$ cat src/lcabl_pkg.sv
// Package for the binary lifting LCA engine: widths, payload structs,
// function codes, controller states and the controller/datapath interface.
// No dependencies.
package lcabl_pkg;

    localparam int NODE_W = 10;
    localparam int TIME_W = 11;
    localparam int TOP_W  = 4;
    localparam int LEVELS = 11;
    localparam int LVL_W  = $clog2(LEVELS + 1);
    localparam int ANC_AW = NODE_W + LVL_W;

    localparam logic [TOP_W-1:0] TOP_RESET = 4'd10;
    localparam logic [LVL_W-1:0] LVL_MAX   = LVL_W'(LEVELS - 1);
    localparam logic [LVL_W-1:0] LVL_END   = LVL_W'(LEVELS);

    localparam logic FUNC_LOAD  = 1'b0;
    localparam logic FUNC_QUERY = 1'b1;

    typedef struct packed {
        logic              func;
        logic [NODE_W-1:0] node;
        logic [NODE_W-1:0] parent_node;
        logic [TIME_W-1:0] enter_time;
        logic [TIME_W-1:0] leave_time;
        logic [NODE_W-1:0] other_node;
    } t_lcabl_in;

    typedef struct packed {
        logic [NODE_W-1:0] ancestor;
        logic              is_answer;
    } t_lcabl_out;

    typedef enum logic [3:0] {
        ST_IDLE,
        ST_LD_RD,
        ST_LD_WR,
        ST_Q_TA,
        ST_Q_TB,
        ST_Q_CMP,
        ST_C_RA,
        ST_C_RT,
        ST_C_CMP,
        ST_Q_PAR,
        ST_Q_PRD,
        ST_FINISH
    } t_lcabl_state;

    typedef enum logic [1:0] {
        TSEL_NODE,
        TSEL_OTHER,
        TSEL_UP
    } t_lcabl_tsel;

    typedef enum logic [1:0] {
        RES_NONE,
        RES_CONTAIN,
        RES_ANC
    } t_lcabl_res;

    typedef struct packed {
        logic        capture;
        logic        anc_rd;
        logic        anc_rd_prev;
        logic        anc_wr;
        logic        anc_wr_zero;
        logic        cur_from_anc;
        logic        lvl_inc;
        logic        lvl_dec;
        logic        lvl_load_top;
        logic        time_rd;
        t_lcabl_tsel time_sel;
        logic        latch_a;
        logic        latch_b;
        logic        up_latch;
        logic        cmp_update;
        t_lcabl_res  res_sel;
        logic        out_load;
    } t_lcabl_cmd;

    typedef struct packed {
        logic node_zero;
        logic lvl_done;
        logic lvl_above_top;
        logic lvl_zero;
        logic a_has_b;
        logic b_has_a;
        logic out_free;
    } t_lcabl_sts;

endpackage

$ cat src/lcabl_ctrl.sv
// Controller state machine of the LCA engine: sequences loads and queries.
// Depends on lcabl_pkg; drives the datapath through t_lcabl_cmd.
module lcabl_ctrl (
    input  logic                 i_clk,
    input  logic                 i_rst_n,
    input  logic                 i_in_valid,
    input  logic                 i_in_func,
    input  lcabl_pkg::t_lcabl_sts i_sts,
    output lcabl_pkg::t_lcabl_cmd o_cmd,
    output logic                 o_ready
);

    lcabl_pkg::t_lcabl_state r_state;
    lcabl_pkg::t_lcabl_state n_state;

    always_ff @(posedge i_clk) begin
        if (!i_rst_n) begin
            r_state <= lcabl_pkg::ST_IDLE;
        end else begin
            r_state <= n_state;
        end
    end

    always_comb begin
        n_state = r_state;
        case (r_state)
            lcabl_pkg::ST_IDLE: begin
                if (i_in_valid) begin
                    n_state = (i_in_func == lcabl_pkg::FUNC_LOAD) ?
                              lcabl_pkg::ST_LD_RD : lcabl_pkg::ST_Q_TA;
                end
            end
            lcabl_pkg::ST_LD_RD: begin
                if (i_sts.node_zero || i_sts.lvl_done) begin
                    n_state = lcabl_pkg::ST_FINISH;
                end else if (!i_sts.lvl_above_top) begin
                    n_state = lcabl_pkg::ST_LD_WR;
                end
            end
            lcabl_pkg::ST_LD_WR:  n_state = lcabl_pkg::ST_LD_RD;
            lcabl_pkg::ST_Q_TA:   n_state = lcabl_pkg::ST_Q_TB;
            lcabl_pkg::ST_Q_TB:   n_state = lcabl_pkg::ST_Q_CMP;
            lcabl_pkg::ST_Q_CMP: begin
                n_state = (i_sts.a_has_b || i_sts.b_has_a) ?
                          lcabl_pkg::ST_FINISH : lcabl_pkg::ST_C_RA;
            end
            lcabl_pkg::ST_C_RA:   n_state = lcabl_pkg::ST_C_RT;
            lcabl_pkg::ST_C_RT:   n_state = lcabl_pkg::ST_C_CMP;
            lcabl_pkg::ST_C_CMP: begin
                n_state = i_sts.lvl_zero ? lcabl_pkg::ST_Q_PAR : lcabl_pkg::ST_C_RA;
            end
            lcabl_pkg::ST_Q_PAR:  n_state = lcabl_pkg::ST_Q_PRD;
            lcabl_pkg::ST_Q_PRD:  n_state = lcabl_pkg::ST_FINISH;
            lcabl_pkg::ST_FINISH: begin
                if (i_sts.out_free) begin
                    n_state = lcabl_pkg::ST_IDLE;
                end
            end
            default: n_state = lcabl_pkg::ST_IDLE;
        endcase
    end

    always_comb begin
        o_cmd          = '0;
        o_cmd.time_sel = lcabl_pkg::TSEL_NODE;
        o_cmd.res_sel  = lcabl_pkg::RES_NONE;
        o_ready        = 1'b0;
        case (r_state)
            lcabl_pkg::ST_IDLE: begin
                o_ready       = 1'b1;
                o_cmd.capture = i_in_valid;
            end
            lcabl_pkg::ST_LD_RD: begin
                if (!i_sts.node_zero && !i_sts.lvl_done) begin
                    if (i_sts.lvl_above_top) begin
                        // Levels above the configured top are stored as zero.
                        o_cmd.anc_wr      = 1'b1;
                        o_cmd.anc_wr_zero = 1'b1;
                        o_cmd.lvl_inc     = 1'b1;
                    end else begin
                        o_cmd.anc_rd      = 1'b1;
                        o_cmd.anc_rd_prev = 1'b1;
                    end
                end
            end
            lcabl_pkg::ST_LD_WR: begin
                o_cmd.anc_wr       = 1'b1;
                o_cmd.cur_from_anc = 1'b1;
                o_cmd.lvl_inc      = 1'b1;
            end
            lcabl_pkg::ST_Q_TA: begin
                o_cmd.time_rd  = 1'b1;
                o_cmd.time_sel = lcabl_pkg::TSEL_NODE;
            end
            lcabl_pkg::ST_Q_TB: begin
                o_cmd.time_rd  = 1'b1;
                o_cmd.time_sel = lcabl_pkg::TSEL_OTHER;
                o_cmd.latch_a  = 1'b1;
            end
            lcabl_pkg::ST_Q_CMP: begin
                o_cmd.latch_b      = 1'b1;
                o_cmd.lvl_load_top = 1'b1;
                o_cmd.res_sel      = lcabl_pkg::RES_CONTAIN;
            end
            lcabl_pkg::ST_C_RA: begin
                o_cmd.anc_rd = 1'b1;
            end
            lcabl_pkg::ST_C_RT: begin
                o_cmd.time_rd  = 1'b1;
                o_cmd.time_sel = lcabl_pkg::TSEL_UP;
                o_cmd.up_latch = 1'b1;
            end
            lcabl_pkg::ST_C_CMP: begin
                o_cmd.cmp_update = 1'b1;
                o_cmd.lvl_dec    = !i_sts.lvl_zero;
            end
            lcabl_pkg::ST_Q_PAR: begin
                o_cmd.anc_rd = 1'b1;
            end
            lcabl_pkg::ST_Q_PRD: begin
                o_cmd.res_sel = lcabl_pkg::RES_ANC;
            end
            lcabl_pkg::ST_FINISH: begin
                o_cmd.out_load = i_sts.out_free;
            end
            default: begin
                o_ready = 1'b0;
            end
        endcase
    end

endmodule

$ cat config.mk
export PLATFORM = sky130hd
export DESIGN_NAME = lcabl_ctrl
export DESIGN_NICKNAME = d
export VERILOG_FILES = /design/src/lcabl_pkg.sv /design/src/lcabl_ctrl.sv
export SDC_FILE = /design/constraint.sdc
export NUM_CORES = 1
export LEC_CHECK = 0
export ABC_CLOCK_PERIOD_IN_PS = 2000
export CELL_PAD_IN_SITES_DETAIL_PLACEMENT = 2
export CELL_PAD_IN_SITES_GLOBAL_PLACEMENT = 2
export CORE_UTILIZATION = 31
export CTS_CLUSTER_SIZE = 28
export DETAILED_ROUTE_END_ITERATION = 10
export DONT_BUFFER_PORTS = 1
export GPL_ROUTABILITY_DRIVEN = 1
export GPL_TIMING_DRIVEN = 0
export PLACE_DENSITY = 0.81
export SYNTH_ARGS = -nofsm -noshare
export SYNTH_HDL_FRONTEND = slang
export SYNTH_SLANG_ARGS = --single-unit
$ cat constraint.sdc
create_clock -name i_clk -period 2 [get_ports i_clk]
set_input_delay 0.2 -clock i_clk [delete_from_list [all_inputs] [get_ports i_clk]]
set_output_delay 0.2 -clock i_clk [all_outputs]
set_load 0.05 [all_outputs]
# Yosys cells after proc, flatten, opt, wreduce, memory -nomap -nowiden
# Cells that the tools add are included.
# Widths: inputs -> output; s select.
[classes]
n_eq_ne = 14
n_mux = 29
n_reduce_logical = 9
[ops]
columns = ["operator", "n"]
rows = [
  ["$pmux 4 s12", 1],
  ["$mux 4", 7],
  ["$eq 4x3->1 const B", 4],
  ["$eq 4x4->1 const B", 4],
  ["$mux 1", 13],
  ["$pmux 3 s3", 1],
  ["$eq 4x2->1 const B", 2],
  ["$mux 2", 3],
  ["$pmux 1 s2", 3],
  ["$eq 4x1->1 const B", 1],
  ["$logic_not 4->1", 1],
  ["$ne 2x2->1 const B", 2],
  ["$pmux 2 s2", 1],
  ["$logic_not 1->1", 3],
  ["$ne 3x3->1 const B", 1],
  ["$reduce_and 3->1", 1],
  ["$logic_or 1x1->1", 2],
  ["$reduce_or 2->1", 1],
  ["$logic_and 1x1->1", 1],
]
[totals]
regBits = 4
inputBits = 11
elab_cells = 53

# Longest topological paths before layout
# Gate-level depths: netlist of the first run.
[logic_depth]
word_depth = 4
ltp_mapped = 7
depth_no_buf = 5

# Worst setup path before layout of the first run
# No wires, ideal clock.
[synth_path]
path_type = "flip-flop to output port"
startpoint = "register r_state[3]"
endpoint = "output port o_cmd[18] in the netlist's numbering"
t_arrival_ns = 2.621
required_ns = 1.800
slack_ns = -0.821
path_stages_with_launch = 3
n_path_buf = 0
path_cell_list = "dfxtp_1 -> nor4_1 -> and2_1"
[synth_rtl]
columns = ["item", "line", "text"]
rows = [
  ["start: declaration", "lcabl_ctrl.sv:13", "lcabl_pkg::t_lcabl_state r_state;"],
  ["start signal: assignment", "lcabl_ctrl.sv:18", "r_state <= lcabl_pkg::ST_IDLE;"],
  ["start signal: assignment", "lcabl_ctrl.sv:20", "r_state <= n_state;"],
  ["end: declaration", "lcabl_ctrl.sv:9", "output lcabl_pkg::t_lcabl_cmd o_cmd,"],
]

==> run metrics, run 1 <==
Crit-path slowest cell nor3_4; cell mode on critical path nand2b_4; register area share after synthesis 0.1520; FF-to-FF Start r_state[0]; hold buffer count at CTS 0; Area Overhead vs Synth 39.91%; die footprint 1868 um^2; DP HPWL 1266 um; total vias in the final route 577; CTS Buffer Depth 2; Pre-Repair DR Iteration Count 2; Starting Density 0.3417; CTS sink cnt 4; layout cells sized above 1 0.4474; failing checks negative setup slack; Worst Hold Slack 0.07808 ns; syn_nets 84; predominant post-synthesis flop cell dfxtp_1; Slew Viols, Final 0; WHS Path Cells 1; Distinct cells, synth 31; Seq cells post-synth 4; first-pass GRT wire length 2980 um; most area-consuming cells after synthesis dfxtp_1, buf_4, nor3_1, nor2_1, a2111oi_4; # DRC 0; hold_sp i_rst_n; Die Width between 40 and 50 um; Leak Pwr 0.2612 nW; I/O pin total 31; Worst Reg-to-Reg Cells 5; # fillers 177; root buf cell clkbuf_4; crit path DAT approximately 1.9 ns; number of synthesized flops with an enable pin 0; diodes inserted 0; biggest regs r_state (4); cts bufs inserted 3; worst vdd ir 0.8129 mV; Final Hold Viols 0; Placeable Area 1541 um^2; Placement Setup Slack -0.4472 ns; Avg WL per Cell 20.52 um; largest net degree at the start of global routing 11; initial antenna violation count 0; CP max FO 8; status finished, violations left; share of the synthesized area in the top cell type 0.1520; Layout Skew between 0.0009 and 0.001 ns; max reg flops 4; Reg2Reg Setup Slack 0.31 ns; Synth Instances 73; fmax about 480 MHz; Slew HR 0.4182; worst path cell trace buf_6, nand2b_4, nor3_4, nand2b_4, buf_8; vias per inst 6.272; CP Data Required Time 1.80 ns; Synth area leader dfxtp_1; Worst-path clk slew 0.04 ns; WL final 1888 um; final worst setup slack -0.09731 ns; critical path class flip-flop to output pin; unrepaired setup endpoints after global routing yes; Worst setup EP type output pin; Pwr Density 2024 nW/um^2; setup violators final 2; worst hold path type input port to flip-flop; Reg with most FFs r_state; Final Critical Period 2.097 ns; Post-Syn Area per Cell 7.216 um^2; Max-Cap Viols 0; Iteration-0 DRC Markers 3; fin nets a little under 90; Die Height between 40 and 50 um; most common library cells after synthesis nor2_1, buf_4, nor3_1; H-tree depth 1; Syn. warnings 0; Final period util 1.049; CP startpoint kind flip-flop; Fin Setup TNS -0.1037 ns; synthesized area 526.8 um^2; GPL Wtd Cong approximately 0.8; gr usage total 0.2215; row cnt 14; Slew @ Worst Pin 0.8694 ns; sink of the worst hold path r_state[3]; gr ovfl total 0; Synth async-reset ratio 0; Slowest Stage Delay on Critical Path 0.50 ns; number of I/O port buffers 0; top-count cell post-synth nor2_1; worst-skew pair later-pin latency 0.24 ns; vias in the first global route ~590; antenna-violating nets left 0; Worst R2R End r_state[0]; CTS tree built; total chip power 1.491 mW
[where the power goes]
group	internal, mW	total, mW	switching [mW]
combinational	0.369	1.18	0.809
clock	0.0674	0.105	0.0376
sequential	0.123	0.208	0.0848
[placed cells by master (no fill, tap or decap), types with 2 or more instances in the layout]
master and instances:
a21oi_1 4, and2_1 2, buf_6 7, clkbuf_4 3, dfxtp_1 2, inv_1 5, nand2_1 3, nand2b_4 2
nor2_1 5, nor2_4 2, nor3_1 3, nor3_4 5, nor4_4 2, o21ai_0 2, o22ai_1 2
[through the flow]
stage          instance area, um^2  utilization  std cells
2_1_floorplan                551.8            -         73
3_3_place_gp                 571.8       0.3709         89
3_5_place_dp                 571.8       0.3709         89
4_1_cts                      691.9       0.4489         92
5_1_grt                      737.0       0.4781         92
6_report                     737.0       0.4781         92
[what timing repair did]
action | CTS | global route
resized for setup | 24 | 14
endpoints found under the setup margin | 13 | 10
cloned | 0 | 0
pin swaps | 3 | 5
setup buffers | 0 | 0
[layer usage]
metal / wire length (um) / vias to the layer above / track usage
met2: 879 / 26 / 0.3463
met3: 117 / 3 / 0.05957
met5: 0 / - / 0
met1: 881 / 275 / 0.3005
li1: - / 273 / -
met4: 9 / 0 / 0.05455
[cell families (layout without fill, tap and decap cells)]
| group | after synthesis | after routing | share of synthesized area |
|---|---|---|---|
| simple gates | 35 | 35 | 0.3705 |
| compound gates | 18 | 18 | 0.2851 |
| buf+inv | 15 | 18 | 0.1734 |
| flops | 4 | 4 | 0.1520 |
| mux | 1 | 1 | 0.01900 |
[layout make-up]
cell class | count | area (um^2) | area share
Multi-Input combinational cell | 54 | 483.0 | 0.6553
Buffer | 9 | 101.3 | 0.1375
Sequential cell | 4 | 85.08 | 0.1154
Inverter | 6 | 25.02 | 0.03396
Clock buffer | 3 | 22.52 | 0.03056
Tap cell | 16 | 20.02 | 0.02716
[how the worst max path moves through the flow]
stage	startpoint	endpoint	slack, ns	depth (start not counted)
final	r_state[2]	o_cmd[15]	-0.1	5
after global routing	r_state[2]	o_cmd[15]	-0.17	5
after CTS	r_state[2]	o_cmd[15]	-0.13	5
after global placement	r_state[2]	o_cmd[15]	-0.40	5
after detailed placement	r_state[1]	o_cmd[15]	-0.45	4
after floorplan	r_state[2]	o_cmd[15]	-0.29	5
[worst max-delay path, delay by kind of cell, from the launching register on]
kind	cells	cell delay (ns)
AND/OR/NAND/NOR	3	1.03
buffers and inverters	2	0.31
flip-flops	1	0.30
Note: power is estimated with default switching activity, not from simulation.
==> run 2, diff against run 1 <==
ABC_CLOCK_PERIOD_IN_PS = 1850   (was 2000)
CORE_ASPECT_RATIO = 0.7   (was unset)
CORE_UTILIZATION = 26   (was 31)
PLACE_DENSITY = 0.73   (was 0.81)
RECOVER_POWER = 25   (was unset)
clock period = 1.85 ns   (was 2 ns; I/O delays follow)
==> run 2 against run 1 <==
The flow still finishes with violations (negative setup slack). Wire length increased by 26%. Via count increased by 11%. Critical endpoint unchanged. Critical path type unchanged. Utilization decreased by 1.6 points.
==> run metrics, run 2 (synthesized netlist as in run 1, its figures left out) <==
Final period util 1.066; Final Critical Period 1.972 ns; sequential cell area 95.09 um^2 (+12%); initial antenna violation count 0 (unchanged); # fillers 208 (+18%); failing checks negative setup slack; biggest regs r_state (4); gr usage total 0.2022 (-0.01932); fin nets 99 (+11%); gr ovfl total 0 (unchanged); worst-skew pair later-pin latency 0.24 ns (about the same); Max-Cap Viols 0 (unchanged); CTS Buffer Depth 2 (unchanged); WL met1 1064 um (+21%); number of I/O port buffers 0 (unchanged); Iteration-0 DRC Markers 5 (+2); diodes inserted 0 (unchanged); CP Data Required Time 1.66 ns (-0.14 ns); Slew HR 0.4561 (+0.03789); max reg flops 4 (unchanged); root buf cell clkbuf_4; final worst setup slack -0.1222 ns (-0.02493 ns); worst hold path type input port to flip-flop; CP max FO 6 (-2); Met3 Wirelength 136 um (+16%); Worst Reg-to-Reg Cells 8 (+3); Worst setup EP type output pin; FF-to-FF Start r_state[2]; total vias in the final route 640 (+11%); vias per inst 5.926 (-5.5%); sink of the worst hold path r_state[3]; uppermost layer routed met4; setup violators final 5 (+3); H-tree depth 1 (unchanged); Area Overhead vs Synth 65.56%; Layout Skew 0.005283 ns (+0.004305 ns); fmax ~510 MHz; # DRC 0 (unchanged); WHS Path Cells 1 (unchanged); Reg with most FFs r_state; Reg2Reg Setup Slack 0.15 ns (-0.16 ns); cts bufs inserted 3 (unchanged); Worst R2R End r_state[0]; crit path DAT 1.79 ns (-0.11 ns); Leak Pwr 0.3104 nW (+19%); I/O pin total 31 (unchanged); final non-filler cell total 108 (+17%); Slew @ Worst Pin 0.8097 ns (-0.05970 ns); vias in the first global route 623 (+5.8%); Slew Viols, Final 0 (unchanged); leading cell type in the layout, fill and taps excluded buf_4; hold_sp i_rst_n; CTS tree built; Avg WL per Cell 22.06 um (+7.5%); GPL Wtd Cong 0.7728 (-2.5%); Starting Density 0.2792 (-0.06254); met2 wire length 1130 um (+29%); Multi-input gate area 505.5 um^2 (+4.7%); Placement Setup Slack -0.4242 ns (+0.02304 ns); row cnt 13 (-1); Fin Setup TNS -0.4101 ns (-0.3064 ns); first-pass GRT wire length 3174 um (+6.5%); CTS sink cnt 4 (unchanged); Pre-Repair DR Iteration Count 4 (+2); Worst Hold Slack 0.07337 ns (-0.004717 ns); layout cells sized above 1 0.6047 (+0.1573); CP startpoint kind flip-flop; die footprint 2213 um^2 (+18%); Placeable Area 1887 um^2 (+22%); most frequent cells in the layout buf_4, nor3_4, a21oi_1, dfxtp_4; Pwr Density 2133 nW/um^2 (+5.4%); status finished, violations left; critical path class flip-flop to output pin; WL final 2382 um (+26%); Worst-path clk slew 0.04 ns (about the same); Final Hold Viols 0 (unchanged); largest net degree at the start of global routing 11 (unchanged); antenna-violating nets left 0 (unchanged); DP HPWL 1494 um (+18%); Die Height 39.66 um (-8.2%); Cells after DPL 95 (+6.7%); worst vdd ir 0.9595 mV (+18%); Die Width 55.80 um (+29%); unrepaired setup endpoints after global routing yes
run 2: worst max-delay path: stages (launching register included):
cell and delay [ns]:
dfxtp_4 0.36, nand2b_4 0.16, nor3_4 0.49, nand2b_4 0.35, buf_8 0.17
run 2: final cells by class:
| type | instances | share of cell area |
|---|---|---|
| inverter | 6 | 0.03730 |
| tap | 22 | 0.03156 |
| multi-input combinational | 54 | 0.5796 |
| clock buffer | 3 | 0.02582 |
| sequential | 4 | 0.1090 |
| timing repair buffer | 11 | 0.09469 |
| buffer | 8 | 0.1220 |
run 2: per-stage QoR:
step / power [mW] / util / area (um^2)
final: 1.860 / 0.4622 / 872.1
after global placement: 1.306 / 0.3322 / 626.9
after global routing: 1.951 / 0.4622 / 872.1
after floorplan: 1.182 / - / 599.3
after CTS: 1.681 / 0.4164 / 785.8
after detailed placement: 1.332 / 0.3322 / 626.9
run 2: metal layers:
| metal | global-route usage | vias up |
|---|---|---|
| met2 | 0.3253 | 35 |
| met5 | 0 | - |
| li1 | - | 290 |
| met3 | 0.04290 | 6 |
| met1 | 0.2699 | 309 |
| met4 | 0.07500 | 0 |
run 2: report_power, final:
| part | internal, mW | total, mW | switching (mW) |
|---|---|---|---|
| registers | 0.147 | 0.249 | 0.102 |
| logic | 0.536 | 1.50 | 0.962 |
| clock network | 0.0729 | 0.113 | 0.0404 |
| total | 0.756 | 1.86 | 1.10 |
run 2: worst max path at each step:
stage          startpoint   endpoint  slack, ns  cells past startpoint
3_3_place_gp   r_state[3]  o_cmd[18]      -0.38                      2
2_1_floorplan  r_state[3]  o_cmd[18]      -0.29                      2
6_report       r_state[2]  o_cmd[15]      -0.12                      4
5_1_grt        r_state[2]  o_cmd[17]      -0.16                      6
3_5_place_dp   r_state[3]  o_cmd[18]      -0.42                      2
4_1_cts        r_state[2]  o_cmd[15]      -0.15                      5
run 2: what timing repair did:
| action | 4_1_cts | 5_1_grt |
|---|---|---|
| gates resized for setup | 31 | 12 |
| pin swaps | 5 | 5 |
| hold buffers | 0 | 0 |
| setup endpoints to repair | 16 | 9 |
| setup buffers | 4 | 7 |
| cloned | 0 | 0 |
